<file path="config.mk">
export PLATFORM = sky130hd
export DESIGN_NAME = quadrature_edge_counter_flat
export DESIGN_NICKNAME = d
export VERILOG_FILES = /design/src/sv/qec_pkg.sv /design/src/sv/qec_if.sv /design/src/sv/qec_step.sv /design/src/sv/quadrature_edge_counter.sv /design/src/flat_wrapper.sv
export SDC_FILE = /design/constraint.sdc
export NUM_CORES = 1
export LEC_CHECK = 0
export ABC_AREA = 1
export BUFFER_PORTS_ARGS = -buffer_cell sky130_fd_sc_hd__buf_2
export CAP_MARGIN = 20
export CORE_MARGIN = 3
export CORE_UTILIZATION = 30
export CTS_CLUSTER_SIZE = 24
export DETAILED_ROUTE_END_ITERATION = 16
export GPL_ROUTABILITY_DRIVEN = 0
export MAX_ROUTING_LAYER = met4
export PLACE_DENSITY = 0.51
export RECOVER_POWER = 100
export SLEW_MARGIN = 40
export SYNTH_ARGS = -nofsm -noshare
export SYNTH_HDL_FRONTEND = slang
export SYNTH_SLANG_ARGS = --single-unit
</file>
<file path="constraint.sdc">
create_clock -name clk_i -period 7.3 [get_ports clk_i]
set_input_delay 0.73 -clock clk_i [delete_from_list [all_inputs] [get_ports clk_i]]
set_output_delay 0.73 -clock clk_i [all_outputs]
set_load 0.05 [all_outputs]
</file>
<file path="src/sv/qec_pkg.sv">
// package with shared types and constants of the quadrature edge counter
package qec_pkg;

  localparam int COUNT_WIDTH_DEF = 32;
  localparam int CFG_IDX_W       = 2;
  localparam int CFG_DATA_W      = 2;
  localparam int OUT_W           = 32;

  typedef enum logic [1:0] {
    CMD_EDGE  = 2'd0,
    CMD_READ  = 2'd1,
    CMD_CLEAR = 2'd2
  } cmd_e;

  typedef enum logic [1:0] {
    SCALE_RISE_A    = 2'd0,
    SCALE_RISE_AB   = 2'd1,
    SCALE_ALL_EDGES = 2'd2
  } scale_e;

  typedef enum logic [CFG_IDX_W-1:0] {
    REG_PIN_MODE = 2'd0,
    REG_SCALE    = 2'd1,
    REG_REVERSE  = 2'd2
  } reg_e;

  typedef struct packed {
    logic   reverse;
    scale_e scale;
  } step_cfg_t;

  typedef struct packed {
    logic up;
    logic down;
  } step_t;

endpackage

</file>
<file path="src/sv/qec_if.sv">
// request channel interfaces of the quadrature edge counter
interface qec_in_if;
  logic       valid;
  logic       ready;
  logic [1:0] command;
  logic       edge_channel;
  logic       level_a;
  logic       level_b;

  modport source (output valid, command, edge_channel, level_a, level_b, input ready);
  modport sink   (input valid, command, edge_channel, level_a, level_b, output ready);
endinterface

interface qec_out_if import qec_pkg::*; ();
  logic                    valid;
  logic                    ready;
  logic signed [OUT_W-1:0] pulse_count;
  logic signed [OUT_W-1:0] pulse_delta;
  logic                    held_a;
  logic                    held_b;

  modport source (output valid, pulse_count, pulse_delta, held_a, held_b, input ready);
  modport sink   (input valid, pulse_count, pulse_delta, held_a, held_b, output ready);
endinterface

interface qec_cfg_if import qec_pkg::*; ();
  logic                  valid;
  logic                  ready;
  logic [CFG_IDX_W-1:0]  index;
  logic [CFG_DATA_W-1:0] data;

  modport source (output valid, index, data, input ready);
  modport sink   (input valid, index, data, output ready);
endinterface

</file>
<file path="src/sv/qec_step.sv">
// quadrature edge decode: direction of one pin change under scale and reversal
module qec_step import qec_pkg::*; (
  input  step_cfg_t cfg_i,
  input  logic      edge_channel_i,
  input  logic      level_a_i,
  input  logic      level_b_i,
  output step_t     step_o
);

  logic main_lvl;
  logic other_lvl;
  logic enabled;
  logic forward;
  logic dir_up;

  assign main_lvl  = edge_channel_i ? level_b_i : level_a_i;
  assign other_lvl = edge_channel_i ? level_a_i : level_b_i;

  always_comb begin
    unique case (cfg_i.scale)
      SCALE_RISE_A:    enabled = !edge_channel_i && main_lvl;
      SCALE_RISE_AB:   enabled = main_lvl;
      SCALE_ALL_EDGES: enabled = 1'b1;
      default:         enabled = 1'b0;
    endcase
  end

  // a rising or b falling: forward when the other pin is high
  assign forward = ((!edge_channel_i) == main_lvl) ? other_lvl : !other_lvl;
  assign dir_up  = forward ^ cfg_i.reverse;

  assign step_o.up   = enabled && dir_up;
  assign step_o.down = enabled && !dir_up;

endmodule

</file>
<file path="src/sv/quadrature_edge_counter.sv">
// top level of the quadrature edge counter
// Takes one request per clock while input ready is high and returns one result per request,
// registered on acceptance; the counter, the last-read snapshot and the pin latches update in
// the same cycle, so back-to-back pin events each step the counter by at most one. A
// two-entry output buffer keeps input ready high while a single result waits downstream;
// ready drops only when both entries are full. A configuration write takes effect in the
// cycle after it is accepted and clears the counter and the last-read snapshot; a scale
// code of 3 or an index beyond the register list is ignored.
module quadrature_edge_counter import qec_pkg::*; #(
  parameter int COUNT_WIDTH = COUNT_WIDTH_DEF
) (
  input  logic   clk_i,
  input  logic   rst_ni,
  qec_cfg_if.sink   cfg_i,
  qec_in_if.sink    in_i,
  qec_out_if.source out_o
);

  typedef struct packed {
    logic signed [OUT_W-1:0] pulse_count;
    logic signed [OUT_W-1:0] pulse_delta;
    logic                    held_a;
    logic                    held_b;
  } result_t;

  logic                   pin_mode_q;
  step_cfg_t              step_cfg_q;
  logic [COUNT_WIDTH-1:0] counter_q, counter_d;
  logic [COUNT_WIDTH-1:0] last_q, last_d;
  logic                   latched_a_q, latched_a_d;
  logic                   latched_b_q, latched_b_d;
  logic [COUNT_WIDTH-1:0] delta;

  logic    out_valid_q, skid_valid_q;
  result_t out_q, skid_q, result;

  logic  in_fire, cfg_fire, pop, cfg_clear;
  cmd_e  cmd;
  step_t step;

  assign cfg_i.ready = 1'b1;
  assign cfg_fire    = cfg_i.valid;
  assign in_i.ready  = !skid_valid_q;
  assign in_fire     = in_i.valid && !skid_valid_q;
  assign pop         = out_valid_q && out_o.ready;
  assign cmd         = cmd_e'(in_i.command);

  qec_step u_step (
    .cfg_i          (step_cfg_q),
    .edge_channel_i (in_i.edge_channel),
    .level_a_i      (in_i.level_a),
    .level_b_i      (in_i.level_b),
    .step_o         (step)
  );

  // configuration registers
  always_comb begin
    unique case (reg_e'(cfg_i.index))
      REG_PIN_MODE: cfg_clear = 1'b1;
      REG_SCALE:    cfg_clear = (cfg_i.data != 2'd3);
      REG_REVERSE:  cfg_clear = 1'b1;
      default:      cfg_clear = 1'b0;
    endcase
  end

  always_ff @(posedge clk_i or negedge rst_ni) begin
    if (!rst_ni) begin
      pin_mode_q         <= 1'b0;
      step_cfg_q.scale   <= SCALE_ALL_EDGES;
      step_cfg_q.reverse <= 1'b0;
    end else if (cfg_fire && cfg_clear) begin
      unique case (reg_e'(cfg_i.index))
        REG_PIN_MODE: pin_mode_q         <= cfg_i.data[0];
        REG_SCALE:    step_cfg_q.scale   <= scale_e'(cfg_i.data);
        REG_REVERSE:  step_cfg_q.reverse <= cfg_i.data[0];
        default:      pin_mode_q         <= pin_mode_q;
      endcase
    end
  end

  // state update for one request
  always_comb begin
    counter_d   = counter_q;
    last_d      = last_q;
    latched_a_d = latched_a_q;
    latched_b_d = latched_b_q;
    delta       = '0;
    unique case (cmd)
      CMD_EDGE: begin
        if (pin_mode_q) begin
          if (in_i.edge_channel) latched_b_d = in_i.level_b;
          else                   latched_a_d = in_i.level_a;
        end else if (step.up) begin
          counter_d = counter_q + COUNT_WIDTH'(1);
        end else if (step.down) begin
          counter_d = counter_q - COUNT_WIDTH'(1);
        end
      end
      CMD_READ: begin
        delta  = counter_q - last_q;
        last_d = counter_q;
      end
      CMD_CLEAR: counter_d = '0;
      default:   counter_d = counter_q;
    endcase
  end

  assign result.pulse_count = OUT_W'(signed'(counter_d));
  assign result.pulse_delta = OUT_W'(signed'(delta));
  assign result.held_a      = latched_a_d;
  assign result.held_b      = latched_b_d;

  always_ff @(posedge clk_i or negedge rst_ni) begin
    if (!rst_ni) begin
      counter_q   <= '0;
      last_q      <= '0;
      latched_a_q <= 1'b0;
      latched_b_q <= 1'b0;
    end else if (cfg_fire && cfg_clear) begin
      counter_q <= '0;
      last_q    <= '0;
    end else if (in_fire) begin
      counter_q   <= counter_d;
      last_q      <= last_d;
      latched_a_q <= latched_a_d;
      latched_b_q <= latched_b_d;
    end
  end

  // two-entry output buffer
  always_ff @(posedge clk_i or negedge rst_ni) begin
    if (!rst_ni) begin
      out_valid_q  <= 1'b0;
      skid_valid_q <= 1'b0;
    end else if (in_fire) begin
      if (out_valid_q && !pop) begin
        skid_valid_q <= 1'b1;
      end else begin
        out_valid_q <= 1'b1;
      end
    end else if (pop) begin
      if (skid_valid_q) skid_valid_q <= 1'b0;
      else              out_valid_q  <= 1'b0;
    end
  end

  always_ff @(posedge clk_i) begin
    if (in_fire) begin
      if (out_valid_q && !pop) skid_q <= result;
      else                     out_q  <= result;
    end else if (pop && skid_valid_q) begin
      out_q <= skid_q;
    end
  end

  assign out_o.valid       = out_valid_q;
  assign out_o.pulse_count = out_q.pulse_count;
  assign out_o.pulse_delta = out_q.pulse_delta;
  assign out_o.held_a      = out_q.held_a;
  assign out_o.held_b      = out_q.held_b;

`ifndef ASSERT_OFF
  a_skid_needs_out: assert property (@(posedge clk_i) disable iff (!rst_ni)
    skid_valid_q |-> out_valid_q)
    else $error("skid entry held without an output entry");

  a_read_snapshot: assert property (@(posedge clk_i) disable iff (!rst_ni)
    (in_fire && cmd == CMD_READ) |=> (last_q == counter_q))
    else $error("read did not capture the counter");

  a_clear_cmd: assert property (@(posedge clk_i) disable iff (!rst_ni)
    (in_fire && cmd == CMD_CLEAR) |=> (counter_q == '0))
    else $error("clear request left the counter nonzero");

  a_pin_mode_hold: assert property (@(posedge clk_i) disable iff (!rst_ni)
    (in_fire && cmd == CMD_EDGE && pin_mode_q && !cfg_fire) |=>
      (counter_q == $past(counter_q)))
    else $error("counter moved in plain-input mode");
`endif

endmodule
</file>
<file path="src/flat_wrapper.sv">
// flat-port wrapper written by rule: the top's interface ports become plain ports
module quadrature_edge_counter_flat import qec_pkg::*;
#(
  parameter int COUNT_WIDTH = COUNT_WIDTH_DEF
)
  (clk_i, rst_ni, cfg_i_valid, cfg_i_index, cfg_i_data, cfg_i_ready, in_i_valid, in_i_command, in_i_edge_channel, in_i_level_a, in_i_level_b, in_i_ready, out_o_valid, out_o_pulse_count, out_o_pulse_delta, out_o_held_a, out_o_held_b, out_o_ready);
  qec_cfg_if cfg_i_i ();
  qec_in_if in_i_i ();
  qec_out_if out_o_i ();
  input  logic clk_i;
  input  logic rst_ni;
  input wire logic [$bits(cfg_i_i.valid)-1:0] cfg_i_valid;
  input wire logic [$bits(cfg_i_i.index)-1:0] cfg_i_index;
  input wire logic [$bits(cfg_i_i.data)-1:0] cfg_i_data;
  output wire logic [$bits(cfg_i_i.ready)-1:0] cfg_i_ready;
  input wire logic [$bits(in_i_i.valid)-1:0] in_i_valid;
  input wire logic [$bits(in_i_i.command)-1:0] in_i_command;
  input wire logic [$bits(in_i_i.edge_channel)-1:0] in_i_edge_channel;
  input wire logic [$bits(in_i_i.level_a)-1:0] in_i_level_a;
  input wire logic [$bits(in_i_i.level_b)-1:0] in_i_level_b;
  output wire logic [$bits(in_i_i.ready)-1:0] in_i_ready;
  output wire logic [$bits(out_o_i.valid)-1:0] out_o_valid;
  output wire logic [$bits(out_o_i.pulse_count)-1:0] out_o_pulse_count;
  output wire logic [$bits(out_o_i.pulse_delta)-1:0] out_o_pulse_delta;
  output wire logic [$bits(out_o_i.held_a)-1:0] out_o_held_a;
  output wire logic [$bits(out_o_i.held_b)-1:0] out_o_held_b;
  input wire logic [$bits(out_o_i.ready)-1:0] out_o_ready;
  assign cfg_i_i.valid = cfg_i_valid;
  assign cfg_i_i.index = cfg_i_index;
  assign cfg_i_i.data = cfg_i_data;
  assign cfg_i_ready = cfg_i_i.ready;
  assign in_i_i.valid = in_i_valid;
  assign in_i_i.command = in_i_command;
  assign in_i_i.edge_channel = in_i_edge_channel;
  assign in_i_i.level_a = in_i_level_a;
  assign in_i_i.level_b = in_i_level_b;
  assign in_i_ready = in_i_i.ready;
  assign out_o_valid = out_o_i.valid;
  assign out_o_pulse_count = out_o_i.pulse_count;
  assign out_o_pulse_delta = out_o_i.pulse_delta;
  assign out_o_held_a = out_o_i.held_a;
  assign out_o_held_b = out_o_i.held_b;
  assign out_o_i.ready = out_o_ready;
  quadrature_edge_counter #(.COUNT_WIDTH(COUNT_WIDTH)) u_core (.clk_i(clk_i), .rst_ni(rst_ni), .cfg_i(cfg_i_i), .in_i(in_i_i), .out_o(out_o_i));
endmodule
</file>
---- Word level (Yosys, flattened, before mapping) ----
Index checks and enable logic that the tools add are counted.
word-level totals
  bits in registers ....................... 204
cells by class
  add/sub/neg operators ................... 3
  equal/unequal tests ..................... 11
  multiplexer cells ....................... 31
  bitwise gates (word level) .............. 2
  reduce and logical (&&, ||, !) cells .... 30
operator list
  operator                                                               count
  32-bit 2-to-1 mux                                                      9
  66-bit 2-to-1 mux                                                      3
  32-bit case mux with 2 select lines                                    1
  32-bit by 1-bit adder with 32-bit output, second input constant        1
  32-bit by 1-bit subtractor with 32-bit output, second input constant   1
  32-bit subtractor                                                      1
  1-bit 2-to-1 mux                                                       16
  2-bit AND reduction                                                    8
  1-bit logical AND                                                      8
  2-bit != test, second input constant                                   4
  2-bit nonzero test                                                     4
  2-bit by 1-bit equality test with 1-bit output, second input constant  3
  2-bit equality test, second input constant                             3
  2-bit zero test                                                        3
  1-bit zero test                                                        5
  1-bit case mux with 3 select lines                                     1
  3-bit AND reduction                                                    1
  1-bit case mux with 2 select lines                                     1
  2-bit OR reduction                                                     1
  1-bit equality test                                                    1
  1-bit inverter                                                         1
  1-bit XOR                                                              1

---- Logic depth before layout (Yosys ltp) ----
  word-level depth ........................ 12
  depth in mapped cells ................... 19
  depth with buffers taken out ............ 19

---- Cells and area by module ----
Synthesis repeated with hierarchy kept, for this count alone.
unflattened totals
  cells, all modules ...................... 1481
  area total of the unflattened synthesis .. 11920.2 sq um
by module, submodules not included
  module                   instances  cells an instance  area an instance (sq um)  seq. area each (sq um)
  quadrature_edge_counter  1          1450               11781.3                   5766.8
  qec_step                 1          31                 138.9                     0.0

---- Worst setup path before layout ----
OpenSTA, ideal clock, no wires.
  kind .................................... reg-to-reg
  start point ............................. register u_core.skid_valid_q
  end point ............................... register u_core.skid_q[0] in the netlist's numbering (enable)
  library setup time ...................... 0.490 ns
  arrival ................................. 3.980 ns
  path slack .............................. 2.829 ns
  cell stages (with the launch flop) ...... 6
  period minus slack after synthesis ...... 4.471 ns
  cells stage by stage .................... dfrtp_1 inv_1 nand2_1 clkinv_1 nand2_1 nor2_1
on the way
  cells in the longest elaborated chain, start to end .. 3
ends and longest elaborated chain
  what                                  RTL line                        text
  from (decl)                           quadrature_edge_counter.sv:34   logic out_valid_q, skid_valid_q;
  from (signal assigned)                quadrature_edge_counter.sv:134  skid_valid_q <= 1'b0;
  from (signal assigned)                quadrature_edge_counter.sv:137  skid_valid_q <= 1'b1;
  from (signal assigned)                quadrature_edge_counter.sv:142  if (skid_valid_q) skid_valid_q <= 1'b0;
  1-bit zero test                       --
  named net in_i_ready                  flat_wrapper.sv:21              output wire logic [$bits(in_i_i.ready)-1:0] in_i_ready;
  1-bit logical AND                     quadrature_edge_counter.sv:44   assign in_fire = in_i.valid && !skid_valid_q;
  2-bit AND reduction (no source line)  --
  to (signal assigned)                  quadrature_edge_counter.sv:149  if (out_valid_q && !pop) skid_q <= result;
  to (decl)                             quadrature_edge_counter.sv:35   result_t out_q, skid_q, result;
The timed path passes the listed nets, and every way through them passes these cells.
A chain may end at the register's enable or synchronous reset.

---- Worst setup path in the final report ----
  start point ............................. input port cfg_i_data[0]
  end point ............................... register u_core.latched_a_q
on the way
  cells in the longest elaborated chain, start to end .. 5
ends and longest elaborated chain
  what                                  RTL line                        text
  from (decl)                           flat_wrapper.sv:14              input wire logic [$bits(cfg_i_i.data)-1:0] cfg_i_data;
  2-bit != test                         quadrature_edge_counter.sv:60   REG_SCALE: cfg_clear = (cfg_i.data != 2'd3);
  1-bit case mux with 2 select lines    quadrature_edge_counter.sv:58   unique case (reg_e'(cfg_i.index))
  1-bit logical AND                     quadrature_edge_counter.sv:119  end else if (cfg_fire && cfg_clear) begin
  1-bit inverter (no source line)       --
  2-bit AND reduction (no source line)  --
  to (signal assigned)                  quadrature_edge_counter.sv:125  latched_a_q <= latched_a_d;
  to (decl)                             quadrature_edge_counter.sv:30   logic latched_a_q, latched_a_d;
No other way between the ends.

==> impl_metrics.tcl <==
set metrics [dict create \
    min_period_over_period_pct 62.1 \
    nFillCells 4123 \
    worstSetupStartpointType "input port" \
    p_per_area_nw_per_um2 201 \
    finalSetupViolCount 0 \
    r2r_end "u_core.out_o.pulse_delta[21]" \
    min-delay-path-class "input port to register" \
    cpPeakStageDelay_ps 1720 \
    p_sw_uw 661 \
    cts_tree "built" \
    p_seq_share_pct 45.9 \
    clock_sinks 204 \
    finalClockSkew_ps 14.6 \
    antenna_found_initial 1 \
    rsz0062_at_grt "false" \
    cp_num_buf_inv 3 \
    ioPinCount 83 \
    power_mw 2.69 \
    internal-power_mw 2.03 \
    worst-setup-path-type "input port to register" \
    synth_nets 1529 \
    p_clk_share_pct 45.0 \
    syn-cell-area_um2 12000 \
    r2r_start "u_core.skid_valid_q" \
    drive_gt1_share_pct 6.76 \
    hold_buffers 0 \
    finalSetupTns_ps 0 \
    firstDrtPassIters 5 \
    die_w_um 206 \
    ant_nets 0 \
    post_cts_buffers 0 \
    worst-path-stages 7 \
    crit_path_cell_trace "clkbuf_1 -> a21oi_1 -> o21ai_0 -> clkbuf_1 -> inv_1 -> nor2_1 -> mux2_2" \
    switching_share_pct 24.6 \
    ir_drop_v 0.000137 \
    wirelength_mm 32.1 \
    comb_power_share_pct 9.1 \
    clk_transition_reported_paths_ps 60 \
    synthSimpleGateAreaFrac_pct 27.0 \
    cp_slowest_cell "o21ai_0" \
    syn_avg_cell_area_um2 8.09 \
    drc 0 \
    clockBufferDepth 3 \
    num_antenna_cells 0 \
    synthCells 1480 \
    initial_utilization_pct 30.7 \
    grt_pass1_vias 9379 \
    wl_per_cell_um 15.5 \
    grt_max_degree 80 \
    clockRootBuffer "clkbuf_16" \
    synthArstFlopShare_pct 35.3 \
    grt-ovfl-total 0 \
    synthAdderAreaFrac_pct 3.72 \
    areaGrowthSynthToFinish_pct 11.8 \
    layout_commonest_cell "nand2_1" \
    vias_per_cell 4.80 \
    die_area_um2 42300 \
    crit_family "compound AO/OA/AOI/OAI gates" \
    fmax_ghz 0.221 \
    drv_slew 203 \
    status "finished, violations left" \
    ys_warn_count 0 \
    cp_max_fo 35 \
    io_buffers 81 \
    cts_buffers 24 \
    die_h_um 206 \
    arrival_ps 4940 \
    synth_area_leaders "edfxtp_1, dfrtp_1, nand2_1" \
    row_count 72 \
    synth_top_family_by_area "simple AND/OR/NAND/NOR gates" \
    worst_pin_slew_ps 2810 \
    critPathMostFrequentCell "clkbuf_1" \
    yosys.area.top_type "edfxtp_1" \
    slew-limit-headroom_pct -87.2 \
    synthDistinctLibCells 54 \
    p_leak_nw 6.19 \
    nets 1586 \
    final_cell_mix "nand2_1, inv_1, nor2_1, o21ai_0, nand3_1" \
    critPathCapture "u_core.latched_a_q" \
    drv_cap 6 \
    failed_checks "max-capacitance violations, max-slew violations" \
    htreeDepth 1 \
    reg2regPathDepth 9 \
    hpwl_mm 23.2 \
    synth_edf_count 132 \
    layout_min_cycle_time_ps 4530 \
    cp-startpoint "cfg_i_data[0]" \
    clk_latency_ps 530 \
    vias 9949 \
    synth_xor_area_share_pct 0.293 \
    synth_top_cell_area_share_pct 33.1 \
    drt_iter0_drc 592 \
    muxShareOfSynthArea_pct 0.282 \
    core_um2 39000 \
    finalHoldViolCount 0 \
    required_ps 7710 \
    cts-resized-gates 0 \
    synth_compound_area_share_pct 11.8 \
    critPathCaptureType "register" \
    grt_first_pass_wirelength_mm 51.1 \
    yosysSeqAreaShare_pct 48.2 \
    track_usage_pct 15.4 \
    synthFlopType "edfxtp_1" \
    rrSetupSlack_ps 2820 \
    ys_ff_latch 204 \
]
## power by group through the flow
stage / registers, mW / clock network [mW] / logic (mW)
after CTS: 1.24 / 1.25 / 0.267
after detailed placement: 1.26 / 0 / 0.266
final: 1.24 / 1.21 / 0.244
after global routing: 1.24 / 1.29 / 0.276
after global placement: 1.26 / 0 / 0.261
after floorplan: 1.26 / 0 / 0.207
## worst min-delay path by stage
stage / startpoint / endpoint / slack [ps] / cells past startpoint
finish: cfg_i_data[1] / u_core.step_cfg_q[1] / 460 / 2
global route: cfg_i_data[1] / u_core.step_cfg_q[1] / 460 / 2
floorplan: rst_ni / u_core.counter_q[0] / 430 / 0
global placement: u_core.step_cfg_q[0] / u_core.step_cfg_q[0] / 480 / 2
detailed placement: u_core.step_cfg_q[0] / u_core.step_cfg_q[0] / 480 / 2
CTS: rst_ni / u_core.counter_q[17] / 90 / 1
## cell usage after synthesis, types with 7 or more instances
library cell / count
a21oi_1: 74
buf_2: 15
clkbuf_1: 32
dfrtp_1: 71
edfxtp_1: 132
ha_1: 34
inv_1: 173
inv_2: 14
nand2_1: 331
nand2_2: 9
nand3_1: 132
nand3_2: 13
nand3b_1: 7
nand4_1: 25
nor2_1: 145
nor2_2: 9
nor3_1: 30
o21ai_0: 113
o21ai_1: 45
o21ai_2: 8
## area by class of cell
cell class,instances,area [µm²],area share (%)
Clock buffer,28,647,4.83
Clock inverter,14,144,1.07
Inverter,190,721,5.38
Multi-Input combinational cell,1025,5070,37.9
Sequential cell,204,5770,43.1
Tap cell,518,648,4.84
Timing Repair Buffer,92,389,2.91
## metal layers
| metal | up-vias | global-route usage, % | share of wire [%] |
|---|---|---|---|
| met5 | - | - | 0 |
| li1 | 5041 | - | - |
| met3 | 46 | 1.72 | 3.9 |
| met2 | 222 | 24.4 | 45 |
| met4 | 0 | 3.95 | 2.5 |
| met1 | 4640 | 21.2 | 48 |
## sequential cells by signal, summed over array words and instances (netlist names), 3 cells and up
| name | flops |
|---|---|
| u_core.out_o.pulse_count | 32 |
| u_core.counter_q | 32 |
| u_core.out_o.pulse_delta | 32 |
| u_core.step_cfg_q | 3 |
| u_core.skid_q | 66 |
| u_core.last_q | 32 |
## logic make-up (layout without fill, tap and decap cells)
kind of cell | Yosys count | in the layout
other cells | 1 | 1
mux | 3 | 3
flops | 204 | 204
fa+ha+maj | 35 | 35
xor+xnor | 4 | 4
simple gates | 719 | 719
buf+inv | 251 | 324
compound gates | 263 | 263
## stage by stage
step,util (%),cells,hold slack (ps),setup slack (ps),instance area (µm²)
2_1_floorplan,-,1480,434,2830,12000
3_3_place_gp,32.9,2028,475,3670,12800
3_5_place_dp,32.9,2029,481,3600,12800
4_1_cts,34.9,2071,91.4,4010,13600
5_1_grt,34.3,2071,455,2180,13400
6_report,34.3,2071,464,2770,13400
No activity file was read; power rests on OpenSTA's default activity.
